`config.mk`:
```
export PLATFORM = sky130hd
export DESIGN_NAME = lzt_ctrl
export DESIGN_NICKNAME = d
export VERILOG_FILES = /design/src/sv/lzt_pkg.sv /design/src/sv/lzt_ctrl.sv
export SDC_FILE = /design/constraint.sdc
export NUM_CORES = 1
export LEC_CHECK = 0
export BUFFER_PORTS_ARGS = -buffer_cell sky130_fd_sc_hd__buf_4
export CORE_AREA = 2 2 39 41
export CTS_CLUSTER_DIAMETER = 120
export DETAILED_ROUTE_END_ITERATION = 16
export DIE_AREA = 0 0 41 43
export HOLD_SLACK_MARGIN = 0.05
export SLEW_MARGIN = 10
export SYNTH_ARGS = -nofsm -noshare
export SYNTH_HDL_FRONTEND = slang
export SYNTH_SLANG_ARGS = --single-unit
```
`constraint.sdc`:
```
create_clock -name clk -period 2.2 [get_ports clk]
set_input_delay 0.44 -clock clk [delete_from_list [all_inputs] [get_ports clk]]
set_output_delay 0.44 -clock clk [all_outputs]
set_load 0.05 [all_outputs]
```
`src/sv/lzt_pkg.sv`:
```
package lzt_pkg;

	localparam int PTR_BITS        = 16;
	localparam int DEF_BLOCK_BYTES = 4096;
	localparam int BB_BITS         = 13;
	localparam logic [3:0] LW_RESET = 4'd4;

	localparam logic [1:0] FUNC_APPEND = 2'd0;
	localparam logic [1:0] FUNC_TOKEN  = 2'd1;
	localparam logic [1:0] FUNC_CLEAR  = 2'd2;

	typedef struct packed {
		logic [1:0] func;
		logic [7:0] data_byte;
	} req_t;

	typedef struct packed {
		logic [15:0]        pointer_word;
		logic [7:0]         literal;
		logic               token_last;
		logic               no_token;
		logic [BB_BITS-1:0] block_bytes;
		logic               overflow;
	} res_t;

	// controller to datapath
	typedef struct packed {
		logic append;
		logic clear;
		logic token_none;
		logic init;
		logic inc_len;
		logic end_off;
		logic sel_lit;
		logic finish;
	} cmd_t;

	// datapath to controller
	typedef struct packed {
		logic pos_done;
		logic off_ok;
		logic len_ok;
		logic eq;
		logic stop;
	} stat_t;

endpackage

```
`src/sv/lzt_ctrl.sv`:
```
module lzt_ctrl (
	input  logic          clk,
	input  logic          arst_n,
	input  logic          start,
	input  logic [1:0]    func,
	input  lzt_pkg::stat_t stat,
	output lzt_pkg::cmd_t  cmd,
	output logic          busy
);
	import lzt_pkg::*;

	localparam logic [2:0] ST_IDLE   = 3'd0;
	localparam logic [2:0] ST_OFFCHK = 3'd1;
	localparam logic [2:0] ST_ISSUE  = 3'd2;
	localparam logic [2:0] ST_CMP    = 3'd3;
	localparam logic [2:0] ST_ENDOFF = 3'd4;
	localparam logic [2:0] ST_LIT    = 3'd5;
	localparam logic [2:0] ST_LITW   = 3'd6;

	logic [2:0] state_q, state_d;

	assign busy = (state_q != ST_IDLE);

	// sequence requests and the search: offsets outer, match bytes inner
	always_comb begin
		state_d = state_q;
		cmd     = '0;
		unique case (state_q)
			ST_IDLE: begin
				if (start) begin
					priority case (func)
						FUNC_APPEND: cmd.append = 1'b1;
						FUNC_CLEAR:  cmd.clear  = 1'b1;
						FUNC_TOKEN: begin
							if (stat.pos_done) begin
								cmd.token_none = 1'b1;
							end else begin
								cmd.init = 1'b1;
								state_d  = ST_OFFCHK;
							end
						end
						default: ;
					endcase
				end
			end
			ST_OFFCHK: state_d = stat.off_ok ? ST_ISSUE : ST_LIT;
			ST_ISSUE:  state_d = stat.len_ok ? ST_CMP : ST_ENDOFF;
			ST_CMP: begin
				if (stat.eq) begin
					cmd.inc_len = 1'b1;
					state_d     = ST_ISSUE;
				end else begin
					state_d = ST_ENDOFF;
				end
			end
			ST_ENDOFF: begin
				cmd.end_off = 1'b1;
				state_d     = stat.stop ? ST_LIT : ST_OFFCHK;
			end
			ST_LIT: begin
				cmd.sel_lit = 1'b1;
				state_d     = ST_LITW;
			end
			ST_LITW: begin
				cmd.finish = 1'b1;
				state_d    = ST_IDLE;
			end
			default: state_d = ST_IDLE;
		endcase
	end

	always_ff @(posedge clk or negedge arst_n) begin
		if (!arst_n) begin
			state_q <= ST_IDLE;
		end else begin
			state_q <= state_d;
		end
	end

	// a byte compare only follows an issued read
	a_cmp_after_issue: assert property (@(posedge clk) disable iff (!arst_n)
		state_q == ST_CMP |-> $past(state_q) == ST_ISSUE)
		else $error("compare without read");
	// a token result is finished right after the literal read
	a_litw_after_lit: assert property (@(posedge clk) disable iff (!arst_n)
		state_q == ST_LITW |-> $past(state_q) == ST_LIT)
		else $error("literal not read");
	// commands only when idle for loads and clears
	a_append_idle: assert property (@(posedge clk) disable iff (!arst_n)
		(cmd.append || cmd.clear) |-> !busy)
		else $error("load while busy");

endmodule

```
==> impl_metrics.tcl, run 1 <==
set metrics [dict create \
    wl_per_cell_um 9.35 \
    core_area_um2 1380 \
    final_nets 67 \
    syn_area_um2 284 \
    synth_edf_count 0 \
    ir_drop_mv 0.527 \
    grt_pass1_vias 243 \
    syn_area_per_cell_um2 8.11 \
    syn_inst 35 \
    chipHeight_um 43 \
    crit_family "simple AND/OR/NAND/NOR gates" \
    yosysTopAreaCellShare_pct 26.4 \
    area_growth_pct 60.8 \
    max_slew_margin_pct 82.0 \
    viasPerCell 4.50 \
    fin_ws_ns 0.0943 \
    antenna_found_initial 0 \
    clock-sinks 3 \
    clkSlewWorstSetupHoldPaths_ns 0.04 \
    worstPathArrival_ns 1.67 \
    rows 14 \
    postLayoutCoreUtil_pct 33.0 \
    place_ws_ns 0.340 \
    num_io_pins 19 \
    p_per_area_nw_per_um2 1240 \
    grt_remaining_overflow 0 \
    finalHoldViolCount 0 \
    vias 324 \
    largest_reg_flops 3 \
    path_depth 3 \
    drtIter0Drc 4 \
    startpoint_type "flop" \
    cp_num_buf_inv 1 \
    final_cell_mix "19 x buf_4, 4 x nand2_1" \
    clockBufferDepth 2 \
    final_common_cell "buf_4" \
    wirelength_um 673 \
    crit_end "cmd[7]" \
    dr.pass1.iters 4 \
    grt_max_degree 11 \
    num-fill-cells 161 \
    r2r-start "state_q[0]$_DFFE_PN0P_" \
    path_cells "or3_1 -> nor4b_4 -> buf_4" \
    dieArea_um2 1760 \
    htree_levels 1 \
    async_reset_ff_share_pct 100 \
    yosysTopAreaCell "dfrtp_1" \
    finalSetupViolCount 0 \
    fmax_mhz 475 \
    syn_nets 45 \
    die_x_um 41 \
    dp_hpwl_um 550 \
    finalNonFillerCells 72 \
    crit_path_top_delay_cell "or3_1" \
    clkLatencyLatePin_ns 0.23 \
    crit_type "flop to output pin" \
    placed_cell_area_um2 420 \
    ys_seq_area_share_pct 26.4 \
    ys.flop_type "dfrtp_1" \
    worstHoldPathType "input port to flop" \
    postRouteAntennaNets 0 \
    r2r-end "state_q[2]$_DFFE_PN0P_" \
    maxCapViolCount 0 \
    drc 0 \
    cts_tree "built" \
    worstMarginPinSlew_ns 0.270 \
    grt_util_all_layers_pct 8.36 \
    synth.distinct_cells 21 \
    ys_warn_count 0 \
    ff2ff_path_depth 4 \
    portBuffers 18 \
    top_register "state_q" \
    post_cts_buffers 0 \
    p_total_mw 0.567 \
    finalSetupTns_ns 0 \
    start_util_pct 20.5 \
    fin_skew_ns 0.000238 \
    max_stage_delay_ns 0.50 \
    rsz0062_at_grt "false" \
    layout-drive-gt1-share_pct 46.4 \
    leakage_nw 0.215 \
    cp-end-kind "output pin" \
    ys_seq_elements 3 \
    slew_viol_final 0 \
    ff2ff_setup_slack_ns 1.07 \
    hold_slack_ns 0.476 \
    n_antenna_cell 0 \
    post-route-min-period_ns 2.11 \
    cts_buffers 3 \
    place_inst 67 \
    grt_pass1_wl_um 910 \
    required_ns 1.76 \
    synthTopCellsByArea "dfrtp_1 26%, nor4b_4 8.4%, buf_6 7.9%" \
    status "finished, final reports clean" \
    startpoint "state_q[1]$_DFFE_PN0P_" \
    routabilityCongestion 0.744 \
    fin_crit_sh_pct 95.7 \
    post-route-cell-area_um2 457 \
    reg_top3 "state_q x3" \
    cp_max_fo 10 \
    cts-root-buf "clkbuf_4" \
]
## what timing repair did
item	in CTS	in global routing
gates resized for setup	0	0
hold endpoints to repair	3	0
hold buffers	1	0
## where the power goes
group	leakage, nW	total, mW	switching [mW]	internal, mW
Clock	0.0150	0.0947	0.0268	0.0679
Sequential	0.0383	0.110	0.0306	0.0789
Combinational	0.162	0.362	0.233	0.130
Total	0.215	0.567	0.290	0.277
## Yosys cell counts, types with 2 or more instances
library cell  instances
a21oi_1               3
nand2_1               4
buf_6                 2
dfrtp_1               3
o21ai_0               3
nor2_1                2
inv_1                 2
nor3_1                3
## layer usage
metal | vias up | part of all wire, % | global-route usage [%]
li1 | 164 | - | -
met1 | 141 | 39 | 8.12
met2 | 17 | 46 | 11.3
met3 | 2 | 12 | 3.66
met4 | 0 | 2.8 | 10.0
met5 | - | 0 | 0
## cells by family (layout without fill, tap and decap cells)
family,count (synthesis),count (layout),synth area share (%)
simple gates,18,18,42.3
compound gates,9,9,19.4
buf+inv,5,26,11.9
flops,3,3,26.4
## worst min path at each step
stage	start	end	slack [ns]	cells after the start
floorplan	arst_n	state_q[0]$_DFFE_PN0P_	0.14	0
global placement	arst_n	state_q[0]$_DFFE_PN0P_	0.23	1
detailed placement	arst_n	state_q[0]$_DFFE_PN0P_	0.23	1
CTS	stat[3]	state_q[1]$_DFFE_PN0P_	0.47	3
global route	stat[3]	state_q[1]$_DFFE_PN0P_	0.50	3
finish	stat[3]	state_q[1]$_DFFE_PN0P_	0.48	3
## worst register-to-register path: stages (launching register included)
cell,delay (ns)
dfrtp_1,0.36
buf_4,0.16
nor2b_1,0.17
a21oi_1,0.07
a31o_2,0.24
## layout make-up
class	count	area, µm²	share of cell area, %
Tap cell	16	20.0	4.38
Multi-Input combinational cell	27	175	38.4
Timing Repair Buffer	20	153	33.4
Clock buffer	4	26.3	5.75
Sequential cell	3	75.1	16.4
Inverter	2	7.51	1.64
Note: power is estimated with default switching activity, not from simulation.
==> run 2, diff against run 1 <==
- REMOVE_ABC_BUFFERS: default -> 1
==> impl_metrics.tcl, run 2 (synthesis gave the netlist of run 1 again) <==
set metrics [dict create \
    final_common_cell "buf_4" \
    post_cts_buffers 0 \
    cts_tree "built" \
    worstHoldPathType "input port to flop" \
    cts-root-buf "clkbuf_4" \
    htree_levels 1 \
    viasPerCell 4.30 \
    worstPathArrival_ns 1.60 \
    postRouteAntennaNets 0 \
    postLayoutCoreUtil_pct 32.8 \
    top_register "state_q" \
    crit_type "flop to output pin" \
    post-route-min-period_ns 2.04 \
    dieArea_um2 1760 \
    dr.pass1.iters 2 \
    finalHoldViolCount 0 \
    vias 305 \
    cp_max_fo 10 \
    finalNonFillerCells 71 \
    portBuffers 18 \
    worstMarginPinSlew_ns 0.286 \
    leakage_nw 0.210 \
    grt_max_degree 12 \
    grt_util_all_layers_pct 9.57 \
    grtUsageMet1_pct 11.0 \
    area_growth_pct 59.9 \
    rsz0062_at_grt "false" \
    required_ns 1.76 \
    grt_pass1_wl_um 1120 \
    grt_remaining_overflow 0 \
    num-fill-cells 163 \
    fin_crit_sh_pct 92.5 \
    cts_buffers 3 \
    ir_drop_mv 0.446 \
    grt_pass1_vias 295 \
    finalSetupViolCount 0 \
    slew_viol_final 0 \
    final_nets 66 \
    layout-drive-gt1-share_pct 47.3 \
    maxCapViolCount 0 \
    seq_area_um2 75.1 \
    drtIter0Drc 3 \
    chipHeight_um 43 \
    core_area_um2 1380 \
    largest_reg_flops 3 \
    busiest_layer "met2" \
    clkSlewWorstSetupHoldPaths_ns 0.04 \
    n_antenna_cell 0 \
    grtUsageMet3_pct 3.14 \
    fin_skew_ns 0.00134 \
    clockBufferDepth 2 \
    fmax_mhz 491 \
    place_inst 66 \
    dp_hpwl_um 550 \
    rows 14 \
    p_total_mw 0.571 \
    final_cell_mix "18 x buf_4, 4 x nand2_1" \
    reg_top3 "state_q x3" \
    die_x_um 41 \
    clock-sinks 3 \
    clkLatencyLatePin_ns 0.23 \
    routabilityCongestion 0.738 \
    multi_input_area_um2 180 \
    wirelength_um 703 \
    start_util_pct 20.5 \
    wl_per_cell_um 9.90 \
    num_io_pins 19 \
    p_per_area_nw_per_um2 1260 \
    grtUsageMet2_pct 13.4 \
    startpoint_type "flop" \
    antenna_found_initial 0 \
    drc 0 \
    max_slew_margin_pct 80.9 \
    status "finished, final reports clean" \
    cp-end-kind "output pin" \
]
## run 2: cell count changes in the layout (fill, tap and decap cells not counted)
| cell | delta |
|---|---|
| buf_4 | -1 |
| or3_1 | -1 |
| or3_4 | +1 |
## run 2: routing by layer
layer,part of all wire (%),routed length (µm)
met1,46,326
met3,13,91
met2,38,270
met5,0,0
met4,2.0,14
## run 2: path summary, 6_finish.rpt
kind | slack [ns] | to | startpoint | cells past startpoint
worst max-delay path | 0.16 | cmd[4] | state_q[1]$_DFFE_PN0P_ | 3
worst min-delay path | 0.48 | state_q[1]$_DFFE_PN0P_ | stat[3] | 3
worst max register to register | 1.08 | state_q[2]$_DFFE_PN0P_ | state_q[0]$_DFFE_PN0P_ | 3
worst min register to register | 0.58 | state_q[0]$_DFFE_PN0P_ | state_q[2]$_DFFE_PN0P_ | 1
max in group asynchronous | 1.58 | state_q[2]$_DFFE_PN0P_ | arst_n | 2
min in group asynchronous | 0.53 | state_q[1]$_DFFE_PN0P_ | arst_n | 2
## run 2: cell type report
| class | count | share of cell area (%) |
|---|---|---|
| inverter | 2 | 1.65 |
| clock buffer | 4 | 5.79 |
| multi-input combinational | 27 | 39.7 |
| timing repair buffer | 19 | 32.0 |
| sequential | 3 | 16.5 |
| tap | 16 | 4.41 |
## run 2: critical path, cell delays in order, from the launching register on
cell	delay [ns]
dfrtp_1	0.46
or3_4	0.45
nor3_1	0.21
buf_4	0.23
## run 2: report_power, final
group / switching, mW / leakage (nW) / internal, mW / total [mW]
sequential: 0.0488 / 0.0383 / 0.0788 / 0.128
clock: 0.0294 / 0.0150 / 0.0680 / 0.0974
combinational: 0.216 / 0.157 / 0.130 / 0.346
total: 0.294 / 0.210 / 0.277 / 0.571
## run 2: per-stage QoR
step | TNS, ns | worst slack, ns | hold WS, ns | cell area [µm²]
final | 0 | 0.165 | 0.481 | 454
after global routing | 0 | 0.0855 | 0.515 | 454
after CTS | 0 | 0.0908 | 0.476 | 449
after detailed placement | 0 | 0.348 | 0.230 | 413
after global placement | 0 | 0.377 | 0.231 | 413
after floorplan | -1.15 | -0.520 | 0.144 | 258
## run 2: what timing repair did
| item | in CTS | in global routing |
|---|---|---|
| hold endpoints to repair | 3 | 0 |
| hold buffers | 1 | 0 |
| setup endpoints to repair | 0 | 1 |
| gates resized for setup | 0 | 1 |
==> run 3, diff against run 2 <==
- GPL_ROUTABILITY_DRIVEN: default -> 1
- MAX_ROUTING_LAYER: default -> met4
- clock period: 2.2 -> 2.08 ns (I/O delays scaled with it)
==> impl_metrics.tcl, run 3 (synthesis gave the netlist of run 1 again) <==
set metrics [dict create \
    vias 318 \
    finalHoldViolCount 0 \
    finalNonFillerCells 73 \
    place_ws_ns 0.260 \
    max_stage_delay_ns 0.45 \
    place_inst 68 \
    grt_remaining_overflow 0 \
    p_per_area_nw_per_um2 1330 \
    clock-sinks 3 \
    drc 0 \
    postRouteAntennaNets 0 \
    maxCapViolCount 0 \
    path_cells "or3_4 -> nor4b_4 -> buf_4" \
    grt_util_all_layers_pct 9.71 \
    htree_levels 1 \
    fin_ws_ns 0.112 \
    dp_hpwl_um 609 \
    required_ns 1.66 \
    largest_reg_flops 3 \
    finalSetupViolCount 0 \
    antenna_found_initial 0 \
    portBuffers 18 \
    crit_type "flop to output pin" \
    chipHeight_um 43 \
    n_antenna_cell 0 \
    fin_crit_sh_pct 94.6 \
    final_nets 68 \
    worstMarginPinSlew_ns 0.220 \
    wl_per_cell_um 10.2 \
    wirelength_um 746 \
    clockBufferDepth 2 \
    placed_cell_area_um2 428 \
    cts_tree "built" \
    postLayoutCoreUtil_pct 33.9 \
    dr.pass1.iters 2 \
    grt_pass1_wl_um 1120 \
    top_register "state_q" \
    status "finished, final reports clean" \
    fmax_mhz 508 \
    rsz0062_at_grt "false" \
    crit_family "simple AND/OR/NAND/NOR gates" \
    area_growth_pct 65.2 \
    cp_max_fo 7 \
    post-route-cell-area_um2 469 \
    drtIter0Drc 2 \
    final_cell_mix "20 x buf_4, 4 x nand2_1" \
    max_slew_margin_pct 85.3 \
    slew_viol_final 0 \
    routabilityCongestion 0.731 \
    cp_num_buf_inv 1 \
    core_area_um2 1380 \
    startpoint_type "flop" \
    crit_path_top_delay_cell "or3_4" \
    viasPerCell 4.36 \
    grt_max_degree 11 \
    ir_drop_mv 0.666 \
    worstHoldPathType "input port to flop" \
    leakage_nw 0.221 \
    start_util_pct 20.5 \
    die_x_um 41 \
    final_common_cell "buf_4" \
    post-route-min-period_ns 1.97 \
    cts_buffers 3 \
    cts-root-buf "clkbuf_4" \
    num_io_pins 19 \
    fin_skew_ns 0.00169 \
    clkLatencyLatePin_ns 0.23 \
    clkSlewWorstSetupHoldPaths_ns 0.04 \
    grt_pass1_vias 303 \
    finalSetupTns_ns 0 \
    rows 14 \
    dieArea_um2 1760 \
    cp-end-kind "output pin" \
    reg_top3 "state_q x3" \
    layout-drive-gt1-share_pct 49.1 \
    worstPathArrival_ns 1.55 \
]
-- run 3: cell types whose count changed in the layout (fill, tap and decap cells not counted) --
cell,delta
buf_4,+2
-- run 3: tightest hold or removal path: stages --
cell and delay, ns:
buf_4 0.09, o21ai_0 0.07, o21ai_0 0.08
-- run 3: power breakdown --
part / switching [mW] / internal, mW / total (mW)
sequential: 0.0204 / 0.0836 / 0.104
clock: 0.0300 / 0.0719 / 0.102
combinational: 0.263 / 0.157 / 0.420
-- run 3: metrics by stage --
stage	hold slack (ns)	power, mW
2_1_floorplan	0.120	0.382
4_1_cts	0.461	0.623
3_5_place_dp	0.207	0.513
3_3_place_gp	0.207	0.510
6_report	0.465	0.626
5_1_grt	0.468	0.670
-- run 3: worst paths after layout --
path	startpoint	end	slack, ns	cells after the start
max	state_q[2]$_DFFE_PN0P_	cmd[7]	0.11	3
min	stat[3]	state_q[1]$_DFFE_PN0P_	0.46	3
max reg2reg	state_q[0]$_DFFE_PN0P_	state_q[2]$_DFFE_PN0P_	0.97	4
min reg2reg	state_q[2]$_DFFE_PN0P_	state_q[0]$_DFFE_PN0P_	0.57	1
max in group asynchronous	arst_n	state_q[1]$_DFFE_PN0P_	1.48	2
min in group asynchronous	arst_n	state_q[2]$_DFFE_PN0P_	0.51	2
-- run 3: layout make-up --
class / count / area [µm²]
clock buffer: 4 / 26.3
fill: 154 / 915
inverter: 2 / 7.51
multi-input combinational: 27 / 180
sequential: 3 / 75.1
tap: 16 / 20.0
timing repair buffer: 21 / 160
-- run 3: per-layer routing --
layer	share of wire, %	GRT usage, %	up-vias
met2	45	14.4	17
li1	-	-	164
met3	13	3.14	0
met5	0	-	-
met4	0	6.00	0
met1	42	10.7	137
-- run 3: what timing repair did --
action / in CTS / in global routing
endpoints found under the setup margin: 0 / 2
buffers inserted: 0 / 0
hold buffers: 1 / 0
resized for setup: 0 / 1
endpoints found under the hold margin: 3 / 0
